### config.mk
export PLATFORM = sky130hd
export DESIGN_NAME = tcc_ctrl
export DESIGN_NICKNAME = d
export VERILOG_FILES = /design/src/sv/tcc_pkg.sv /design/src/sv/tcc_ctrl.sv
export SDC_FILE = /design/constraint.sdc
export NUM_CORES = 1
export LEC_CHECK = 0
export ABC_CLOCK_PERIOD_IN_PS = 1680
export BUFFER_PORTS_ARGS = -buffer_cell sky130_fd_sc_hd__buf_2
export CORE_AREA = 10 10 47 49
export CTS_CLUSTER_SIZE = 14
export DETAILED_ROUTE_END_ITERATION = 10
export DIE_AREA = 0 0 57 59
export PLACE_DENSITY = 0.47
export SYNTH_ARGS = -nofsm -noshare
export SYNTH_HDL_FRONTEND = slang
export SYNTH_SLANG_ARGS = --single-unit
### constraint.sdc
create_clock -name clk -period 1.68 [get_ports clk]
set_input_delay 0.504 -clock clk [delete_from_list [all_inputs] [get_ports clk]]
set_output_delay 0.504 -clock clk [all_outputs]
set_load 0.1 [all_outputs]
### src/sv/tcc_pkg.sv
// Shared constants, codes and control types for the text console cursor and scroll engine.
package tcc_pkg;

  localparam int FUNC_W = 2;
  localparam int CHAR_W = 8;
  localparam int COL_W  = 7;
  localparam int ROW_W  = 5;

  localparam int COLUMNS_DEF = 80;
  localparam int ROWS_DEF    = 25;

  localparam logic [FUNC_W-1:0] FUNC_PUT  = 2'd0;
  localparam logic [FUNC_W-1:0] FUNC_SET  = 2'd1;
  localparam logic [FUNC_W-1:0] FUNC_READ = 2'd2;

  localparam logic [CHAR_W-1:0] NEWLINE_CODE = 8'd10;

  // Commands from the controller to the datapath.
  typedef struct packed {
    logic take_in;
    logic exec;
    logic scr_rd;
    logic scr_wr;
    logic clr_wr;
    logic load_out;
  } tcc_cmd_t;

  // Status from the datapath back to the controller.
  typedef struct packed {
    logic put_scroll;
    logic last_copy;
    logic last_cell;
    logic out_free;
  } tcc_sts_t;

endpackage

### src/sv/tcc_ctrl.sv
// Controller state machine: clearing pass, request execution, scroll sweep and result hand-off.
module tcc_ctrl (
  input  logic              clk,
  input  logic              rst_n,
  input  logic              in_valid,
  output logic              in_ready,
  input  tcc_pkg::tcc_sts_t sts,
  output tcc_pkg::tcc_cmd_t cmd
);

  typedef enum logic [2:0] {
    ST_CLEAR,
    ST_IDLE,
    ST_EXEC,
    ST_SCR_RD,
    ST_SCR_WR,
    ST_SCR_CLR,
    ST_FINISH
  } state_t;

  state_t state_r, state_nxt;

  always_comb begin
    state_nxt = state_r;
    cmd       = '0;
    in_ready  = 1'b0;
    unique case (state_r)
      ST_CLEAR: begin
        cmd.clr_wr = 1'b1;
        if (sts.last_cell) state_nxt = ST_IDLE;
      end
      ST_IDLE: begin
        in_ready    = 1'b1;
        cmd.take_in = in_valid;
        if (in_valid) state_nxt = ST_EXEC;
      end
      ST_EXEC: begin
        cmd.exec  = 1'b1;
        state_nxt = sts.put_scroll ? ST_SCR_RD : ST_FINISH;
      end
      ST_SCR_RD: begin
        cmd.scr_rd = 1'b1;
        state_nxt  = ST_SCR_WR;
      end
      ST_SCR_WR: begin
        cmd.scr_wr = 1'b1;
        state_nxt  = sts.last_copy ? ST_SCR_CLR : ST_SCR_RD;
      end
      ST_SCR_CLR: begin
        cmd.clr_wr = 1'b1;
        if (sts.last_cell) state_nxt = ST_FINISH;
      end
      ST_FINISH: begin
        if (sts.out_free) begin
          cmd.load_out = 1'b1;
          state_nxt    = ST_IDLE;
        end
      end
      default: state_nxt = ST_CLEAR;
    endcase
  end

  always_ff @(posedge clk) begin
    if (!rst_n) begin
      state_r <= ST_CLEAR;
    end else begin
      state_r <= state_nxt;
    end
  end

endmodule

Yosys cells after proc, flatten, opt, wreduce, memory -nomap -nowiden --
Index checks and enable logic that the tools add are counted.
Word-level totals: register bits 3, bits of input ports 7, output and inout port bits 7, logic and storage cells 29
Operators by class: equality and inequality tests 10, muxes and demuxes 15, reductions and logical operators 3
Operators with widths (count):
- 3-bit case mux with 7 select lines | 1
- 3-bit two-way mux | 6
- 3-bit equality test (second input constant) | 3
- 1-bit two-way mux | 8
- 2-bit != test (second input constant) | 4
- 3-bit by 2-bit equality test with 1-bit output (second input constant) | 2
- 4-bit AND reduction | 1
- 3-bit by 1-bit equality test with 1-bit output (second input constant) | 1
- 3-bit zero test | 1
- 2-bit OR reduction | 1

Logic depth before layout (Yosys ltp) --
Gate-level depths: netlist of run 1.
depth in word-level cells 3, mapped depth 5, gate-level depth less buffers 3

Worst setup path after synthesis of run 1 --
OpenSTA, ideal clock, no wires.
path kind register to output, from register state_r[1], to output port cmd[4] in the netlist's numbering, data arrival time 2.857 ns, required time 1.176 ns, path slack -1.681 ns, stages on the path, launching flop included 3, buffers on the path 1, path through dfxtp_1 -> clkbuf_1 -> nor3b_1
RTL lines:
- from (decl) | RTL line tcc_ctrl.sv:21 | state_t state_r, state_nxt;
- from (signal assigned) | RTL line tcc_ctrl.sv:67 | state_r <= state_nxt;
- to (decl) | RTL line tcc_ctrl.sv:8 | output tcc_pkg::tcc_cmd_t cmd

==> results of run 1 <==
[kinds of logic (layout without fill, tap and decap cells)]
family	Yosys count	count (layout)	share of synthesized area (%)
simple gates	16	16	38.1
compound gates	7	7	20.2
buf+inv	6	26	9.87
flops	3	3	21.5
mux	2	2	7.18
xor+xnor	1	1	3.14
[per-layer routing]
layer / share of wire (%) / track usage [%] / vias up
met4: 2.3 / 6.04 / 0
met3: 5.0 / 1.93 / 2
li1: - / - / 167
met5: 0 / 0 / -
met1: 44 / 5.31 / 146
met2: 48 / 6.98 / 9
[worst paths after layout]
path,endpoint,slack [ps],from
hold / removal,state_r[0],550,rst_n
hold reg to reg,state_r[1],650,state_r[1]
setup reg to reg,state_r[1],270,state_r[0]
setup / recovery,cmd[5],30,state_r[2]
[cell usage in the layout (no fill, tap or decap)]
cell type,n
sky130_fd_sc_hd__clkbuf_1,1
sky130_fd_sc_hd__buf_12,7
sky130_fd_sc_hd__o211ai_1,1
sky130_fd_sc_hd__mux2i_1,2
sky130_fd_sc_hd__buf_2,6
sky130_fd_sc_hd__dfxtp_4,2
sky130_fd_sc_hd__dfxtp_2,1
sky130_fd_sc_hd__o311ai_0,1
sky130_fd_sc_hd__xor2_2,1
sky130_fd_sc_hd__nor2_1,1
sky130_fd_sc_hd__nand2b_1,1
sky130_fd_sc_hd__inv_1,2
sky130_fd_sc_hd__nand3_1,1
sky130_fd_sc_hd__o41ai_2,1
sky130_fd_sc_hd__and4b_2,1
sky130_fd_sc_hd__nor2_2,1
sky130_fd_sc_hd__nor3b_1,1
sky130_fd_sc_hd__a211o_1,1
sky130_fd_sc_hd__and2_2,1
sky130_fd_sc_hd__clkbuf_4,3
sky130_fd_sc_hd__nor2_4,1
sky130_fd_sc_hd__nand2_1,1
sky130_fd_sc_hd__and3b_2,1
sky130_fd_sc_hd__nor3b_4,2
sky130_fd_sc_hd__and3_2,1
sky130_fd_sc_hd__nor4bb_1,2
sky130_fd_sc_hd__buf_4,5
sky130_fd_sc_hd__or3_1,1
sky130_fd_sc_hd__a21oi_1,3
sky130_fd_sc_hd__buf_6,2
[worst max-delay path, delay by kind of cell, from the launching register on]
| family | cells | cell delay, ps |
|---|---|---|
| DFF | 1 | 370 |
| buffers and inverters | 1 | 170 |
| and+or+nand+nor | 2 | 370 |
[final cells by class]
type	instances	area, µm²
fillers	143	812
clock buffers	4	26.3
flip-flops and latches	3	68.8
well taps	16	20.0
repair buffers	20	230
multi-input cells	26	236
inverters	2	7.51
[per-stage QoR]
| stage | setup WS, ps | utilization [%] |
|---|---|---|
| after floorplan | -235 | - |
| after global placement | 149 | 37.2 |
| after detailed placement | 142 | 37.2 |
| after CTS | 2.30 | 40.1 |
| after global routing | -23.1 | 42.1 |
| final | 34.5 | 42.1 |
[timing repair]
item,4_1_cts,5_1_grt
buffers inserted,2,1
cloned,0,0
gates resized for setup,4,5
endpoints found under the setup margin,7,3
pin swaps,1,1
==> impl_metrics.ini, run 1 <==
[placement]
placed_cells = 65
post_dp_cell_area_um2 = 522
placement.io_buffers = 13
place_congestion = 0.686
dp_hpwl_um = 668

[layout]
antenna_cells_inserted = 0
largest_register_ff_count = 3
final_stage_net_count = 63
reg_top3 = state_r x3
syn2layout_area_growth_pct = 111
register_with_the_most_flip_flops = state_r
finish.instance_area_um2 = 589
layout.cells.non_filler = 71
drive_above_1_share_pct = 65.5

[floorplanning]
die_ar_um2 = 3360
std_cell_rows = 14
start_util_pct = 19.9
core_region_area_um2 = 1400
chipWidth_um = 57
die-height_um = 59
ios = 14

[status]
run_status = completed

[synth]
ys.warnings.count = 0
yosysTopAreaCellShare_pct = 21.5
synthArstFlopShare_pct = 0
post-synth-top-area-cell = sky130_fd_sc_hd__dfxtp_1
synth_seq_cells = 3
synth-edff-count = 0
sequential_fraction_of_the_synthesis_area_pct = 21.5
post_synth.cell_area_avg_um2 = 7.97
netlist_top_cells_area = sky130_fd_sc_hd__dfxtp_1 22%, sky130_fd_sc_hd__nor3b_1 8.1%, sky130_fd_sc_hd__mux2i_1 7.2%, sky130_fd_sc_hd__nor4bb_1 7.2%, sky130_fd_sc_hd__o41ai_2 5.8%
count_of_different_cell_masters_after_synthesis = 23
netlist_top_cells_count = 3 x sky130_fd_sc_hd__a21oi_1, 3 x sky130_fd_sc_hd__dfxtp_1, 3 x sky130_fd_sc_hd__nor2_1, 3 x sky130_fd_sc_hd__nor3b_1
synth.net_count = 42
post_synth_inst_count = 35
syn_area_um2 = 279
synthFlopType = sky130_fd_sc_hd__dfxtp_1

[timing]
timing.fmax_mhz = 608
finalCritPeriodShare_pct = 97.9
whs_ps = 551
rsz0062_at_grt = yes
period_minus_slack_ps = 1650
finalSetupTns_ps = 0
timing.clock.skew_ps = 0.352
report.final.setup_viol = 0
max_slew_violation_count = 0
final_hold_viol_count = 0
max_slew.worst_pin.slew_ps = 322
timing.max_slew.rel_slack_pct = 78.2

[worst_setup_path]
max_stage_delay_ps = 370
r2r_cells = 5
worst-setup-path-type = reg -> out
timing.critical_path.fanout_max = 8
critPathSlowestCell = sky130_fd_sc_hd__dfxtp_2
worst_setup_path_end_kind = output pin
data_required_time_at_the_worst_endpoint_ps = 1180
wp_data_arrival_ps = 1140
crit_path_start_kind = register
critical_path.cell_chain = nor2_2, and3_2, buf_12

[drt]
wire_per_inst_um = 12.0
totalWireLength_um = 853
drt_first_iter_violations = 2
post_drt_via_cell_ratio = 4.56
route.vias.total = 324
post-route-drc-count = 0
drt_pre_antenna_iters = 2
route.antenna.remaining_nets = 0

[cts]
clock_latency_ps = 230
path_clk_slew_ps = 40
clk_root_buffer_cell = sky130_fd_sc_hd__clkbuf_4
tritoncts = yes
cts_stage_hold_buffer_count = 0
clkSinkCount = 3
cts.htree.levels = 1
cts_buffers = 3
clk_path_buf_depth = 2

[hold_path]
hold_path.class = in -> reg
min_delay_path_depth = 3

[global_routing]
grt_pass1_vias = 304
grt_overflow_total = 0
grt_first_pass_wirelength_um = 1300
grt_start_max_net_pins = 9
gr-usage-all-layers_pct = 5.05
number_of_antenna_violations_at_the_first_check_in_global_routing = 0

[run]
max_cap_viol_count = 0
Power of run 1 is left out: the tool's default activity adds up to more than one toggle a clock period on the data nets, which glitch-free logic cannot reach.
==> run 2: changes to the inputs <==
ABC_CLOCK_PERIOD_IN_PS = 1600   (was 1680)
clock period = 1.6 ns   (was 1.68 ns; I/O delays follow)
==> run 2 against run 1 <==
The run now ends with setup timing left; core utilization increased by 1.4 points; flip-flop and latch count unchanged; clock-buffer cell count unchanged; clock skew increased by 6.5 ps; first-iteration DRC count decreased by 50%; largest cell class is now buffers.
==> impl_metrics.ini, run 2 (same netlist as run 1, synthesis figures left out) <==
[status]
run_status = finished, violations left
failed_checks = setup timing

[timing]
max_slew.worst_pin.slew_ps = 308
max_slew_violation_count = 0
finalCritPeriodShare_pct = 101
report.final.setup_viol = 2
final_hold_viol_count = 0
rsz0062_at_grt = yes
timing.clock.skew_ps = 6.87
timing.fmax_mhz = 617
period_minus_slack_ps = 1620
setup_slack_ps = -20.5
timing.max_slew.rel_slack_pct = 79.2

[placement]
placed_cells = 65
dp_hpwl_um = 683
place_congestion = 0.710
placement.io_buffers = 13

[floorplanning]
core_region_area_um2 = 1400
ios = 14
die-height_um = 59
die_ar_um2 = 3360
chipWidth_um = 57
start_util_pct = 19.9
std_cell_rows = 14

[global_routing]
grt_pass1_vias = 350
grt_start_max_net_pins = 9
gr-usage-all-layers_pct = 5.73
grt_first_pass_wirelength_um = 1450
number_of_antenna_violations_at_the_first_check_in_global_routing = 0
grt_overflow_total = 0

[layout]
post-route-util_pct = 43.5
drive_above_1_share_pct = 64.9
register_with_the_most_flip_flops = state_r
final_stage_net_count = 65
layout.cells.non_filler = 73
final_cell_mix = 7 x sky130_fd_sc_hd__buf_12, 7 x sky130_fd_sc_hd__buf_4, 6 x sky130_fd_sc_hd__buf_2
syn2layout_area_growth_pct = 118
reg_top3 = state_r x3
largest_register_ff_count = 3
antenna_cells_inserted = 0

[cts]
tritoncts = yes
clk_root_buffer_cell = sky130_fd_sc_hd__clkbuf_4
clock_latency_ps = 240
cts.htree.levels = 1
clkSinkCount = 3
clk_path_buf_depth = 2
path_clk_slew_ps = 40
cts_buffers = 3
cts_stage_hold_buffer_count = 0

[worst_setup_path]
max_stage_delay_ps = 360
data_required_time_at_the_worst_endpoint_ps = 1120
reg2reg_setup_slack_ps = 190
critPathSlowestCell = sky130_fd_sc_hd__dfxtp_4
r2r_start = state_r[0]
r2r_cells = 5
timing.rr.end = state_r[1]
path_depth = 3
worst_setup_path_end_kind = output pin
critPathTopFamily = flip-flops
critical_path.cell_chain = buf_6, nor3b_4, buf_12
timing.critical_path.fanout_max = 7
wp_data_arrival_ps = 1140
worst-setup-path-type = reg -> out
worstPathBufferInverterCount = 2
crit_path_start_kind = register

[drt]
post-route-drc-count = 0
route.antenna.remaining_nets = 0
totalWireLength_um = 879
post_drt_via_cell_ratio = 4.68
wire_per_inst_um = 12.0
drt_first_iter_violations = 1
route.vias.total = 342
drt_pre_antenna_iters = 4

[run]
max_cap_viol_count = 0

[hold_path]
worst_hold_startpoint = rst_n
hold_path.class = in -> reg
holdPathEnd = state_r[0]
min_delay_path_depth = 3
-- run 2: stage by stage --
stage          cell area (µm²)  TNS [ps]  setup slack [ps]  hold WS [ps]
3_3_place_gp               522         0              86.9           766
2_1_floorplan              349      -713              -291           618
3_5_place_dp               522         0              90.2           746
4_1_cts                    608     -85.7             -54.3           508
6_report                   609     -40.8             -20.5           512
5_1_grt                    609      -163             -73.2           532
-- run 2: layout make-up --
type,count,area (µm²)
timing repair buffer,22,245
fill,141,792
clock buffer,4,26.3
tap,16,20.0
multi-input combinational,26,239
sequential,3,71.3
inverter,2,7.51
-- run 2: metal layers --
layer  track usage [%]  part of all wire (%)
met2              8.37                    46
met4              9.06                   7.2
met3              1.29                   6.0
met1              5.42                    41
met5                 0                     0
-- run 2: worst max-delay path by stage --
stage                     from  endpoint  slack [ps]
detailed placement  state_r[0]    cmd[2]          90
floorplan           state_r[0]    cmd[2]        -290
CTS                 state_r[0]    cmd[4]         -50
global placement    state_r[0]    cmd[2]          90
finish              state_r[0]    cmd[4]         -20
global route        state_r[1]    cmd[2]         -70
-- run 2: timing repair --
item / in CTS / in global routing
cloned: 0 / 0
endpoints found under the setup margin: 7 / 5
pin swaps: 2 / 1
setup buffers: 4 / 0
resized for setup: 11 / 1
-- run 2: worst min-delay path: cells and delay by family --
family,cells,cell delay [ps]
and+or+nand+nor,1,60
buffers and inverters,1,120
muxes,1,50
Power of run 2 is left out for the same reason.
==> run 3: changes to the inputs <==
PLACE_DENSITY = not set   (was 0.47)
==> run 3 against run 2 <==
The run still ends with setup timing left; design area increased by 2.9%; setup slack lost 6.9 ps; clock skew grew 1.6 ps; clock-buffer cell count did not move; non-clock buffer count unchanged; fmax shrank 0.42%; core utilization is 1.3 points higher; largest cell class unchanged.
==> impl_metrics.ini, run 3 (same netlist as run 1, synthesis figures left out) <==
[worst_setup_path]
crit_end = cmd[0]
timing.rr.end = state_r[1]
startpoint = state_r[0]
worst_setup_path_end_kind = output pin
crit_path_start_kind = register
wp_data_arrival_ps = 1150
r2r_cells = 5
data_required_time_at_the_worst_endpoint_ps = 1120
worst-setup-path-type = reg -> out
r2r_start = state_r[1]
timing.critical_path.fanout_max = 2
reg2reg_setup_slack_ps = 140

[timing]
period_minus_slack_ps = 1630
max_slew.worst_pin.slew_ps = 300
max_slew_violation_count = 0
whs_ps = 540
finalCritPeriodShare_pct = 102
timing.max_slew.rel_slack_pct = 79.7
final_hold_viol_count = 0
report.final.setup_viol = 3
timing.clock.skew_ps = 8.49
setup_slack_ps = -27.3
rsz0062_at_grt = yes
timing.fmax_mhz = 615

[placement]
post_dp_cell_area_um2 = 534
placement.io_buffers = 13
dp_hpwl_um = 660
place_congestion = 0.648
pre_cts_slack_ps = 80.6
placed_cells = 65

[status]
run_status = finished, violations left
failed_checks = setup timing

[drt]
drt_first_iter_violations = 2
wire_per_inst_um = 12.5
post-route-drc-count = 0
route.antenna.remaining_nets = 0
route.vias.total = 342
drt_pre_antenna_iters = 4
post_drt_via_cell_ratio = 4.68
totalWireLength_um = 916

[layout]
layout_commonest_cell = sky130_fd_sc_hd__buf_12
syn2layout_area_growth_pct = 125
layout.cells.non_filler = 73
final_cell_mix = 8 x sky130_fd_sc_hd__buf_12, 6 x sky130_fd_sc_hd__buf_2, 6 x sky130_fd_sc_hd__buf_4, 3 x sky130_fd_sc_hd__a21oi_1, 3 x sky130_fd_sc_hd__clkbuf_4
register_with_the_most_flip_flops = state_r
drive_above_1_share_pct = 66.7
reg_top3 = state_r x3
finish.instance_area_um2 = 627
largest_register_ff_count = 3
final_stage_net_count = 65
antenna_cells_inserted = 0

[floorplanning]
ios = 14
chipWidth_um = 57
die-height_um = 59
std_cell_rows = 14
core_region_area_um2 = 1400
die_ar_um2 = 3360
start_util_pct = 19.9

[cts]
path_clk_slew_ps = 40
clk_path_buf_depth = 2
clk_root_buffer_cell = sky130_fd_sc_hd__clkbuf_4
clock_latency_ps = 240
clkSinkCount = 3
cts_buffers = 3
tritoncts = yes
cts.htree.levels = 1

[global_routing]
grt_overflow_total = 0
gr-usage-all-layers_pct = 5.74
grt_start_max_net_pins = 9
grt_first_pass_wirelength_um = 1550
number_of_antenna_violations_at_the_first_check_in_global_routing = 0
grt_pass1_vias = 363

[hold_path]
hold_path.class = in -> reg

[run]
max_cap_viol_count = 0
==> run 3: cell counts in the layout (fill, tap and decap cells not counted) <==
No cell type changed its count.
==> run 3: layer usage <==
| layer | vias up | wire, µm | global-route usage [%] |
|---|---|---|---|
| met3 | 2 | 30 | 1.72 |
| li1 | 173 | - | - |
| met4 | 0 | 6 | 4.03 |
| met2 | 7 | 575 | 11.5 |
| met1 | 160 | 303 | 4.60 |
| met5 | - | 0 | 0 |
==> run 3: repair_timing <==
action                                  CTS  global route
buffers inserted                          3             1
pin swaps                                 1             4
endpoints found under the setup margin    7             7
resized for setup                        10             2
cloned                                    0             0
hold buffers                              0             0
==> run 3: worst min path at each step <==
| stage | from | endpoint | slack (ps) | depth (start not counted) |
|---|---|---|---|---|
| finish | rst_n | state_r[1] | 540 | 3 |
| global route | rst_n | state_r[2] | 530 | 3 |
| CTS | rst_n | state_r[1] | 510 | 3 |
| detailed placement | state_r[1] | state_r[1] | 650 | 2 |
| global placement | state_r[1] | state_r[1] | 640 | 2 |
| floorplan | state_r[0] | state_r[0] | 620 | 3 |
==> run 3: cell type report <==
type	count	area, µm²
Clock buffer	4	26.3
Fill cell	145	774
Inverter	2	7.51
Multi-Input combinational cell	26	246
Sequential cell	3	68.8
Tap cell	16	20.0
Timing Repair Buffer	22	258
==> run 3: through the flow <==
step / util (%) / TNS, ps
after floorplan: - / -713
after global placement: 38.1 / 0
after detailed placement: 38.1 / 0
after CTS: 43.8 / -111
after global routing: 44.7 / -230
final: 44.7 / -38.5
==> run 3: worst max-delay path: stages (launching register included) <==
cell and delay [ps]:
sky130_fd_sc_hd__dfxtp_2 330, sky130_fd_sc_hd__buf_6 110, sky130_fd_sc_hd__and4b_2 290, sky130_fd_sc_hd__buf_12 180
Power of run 3 is left out for the same reason.
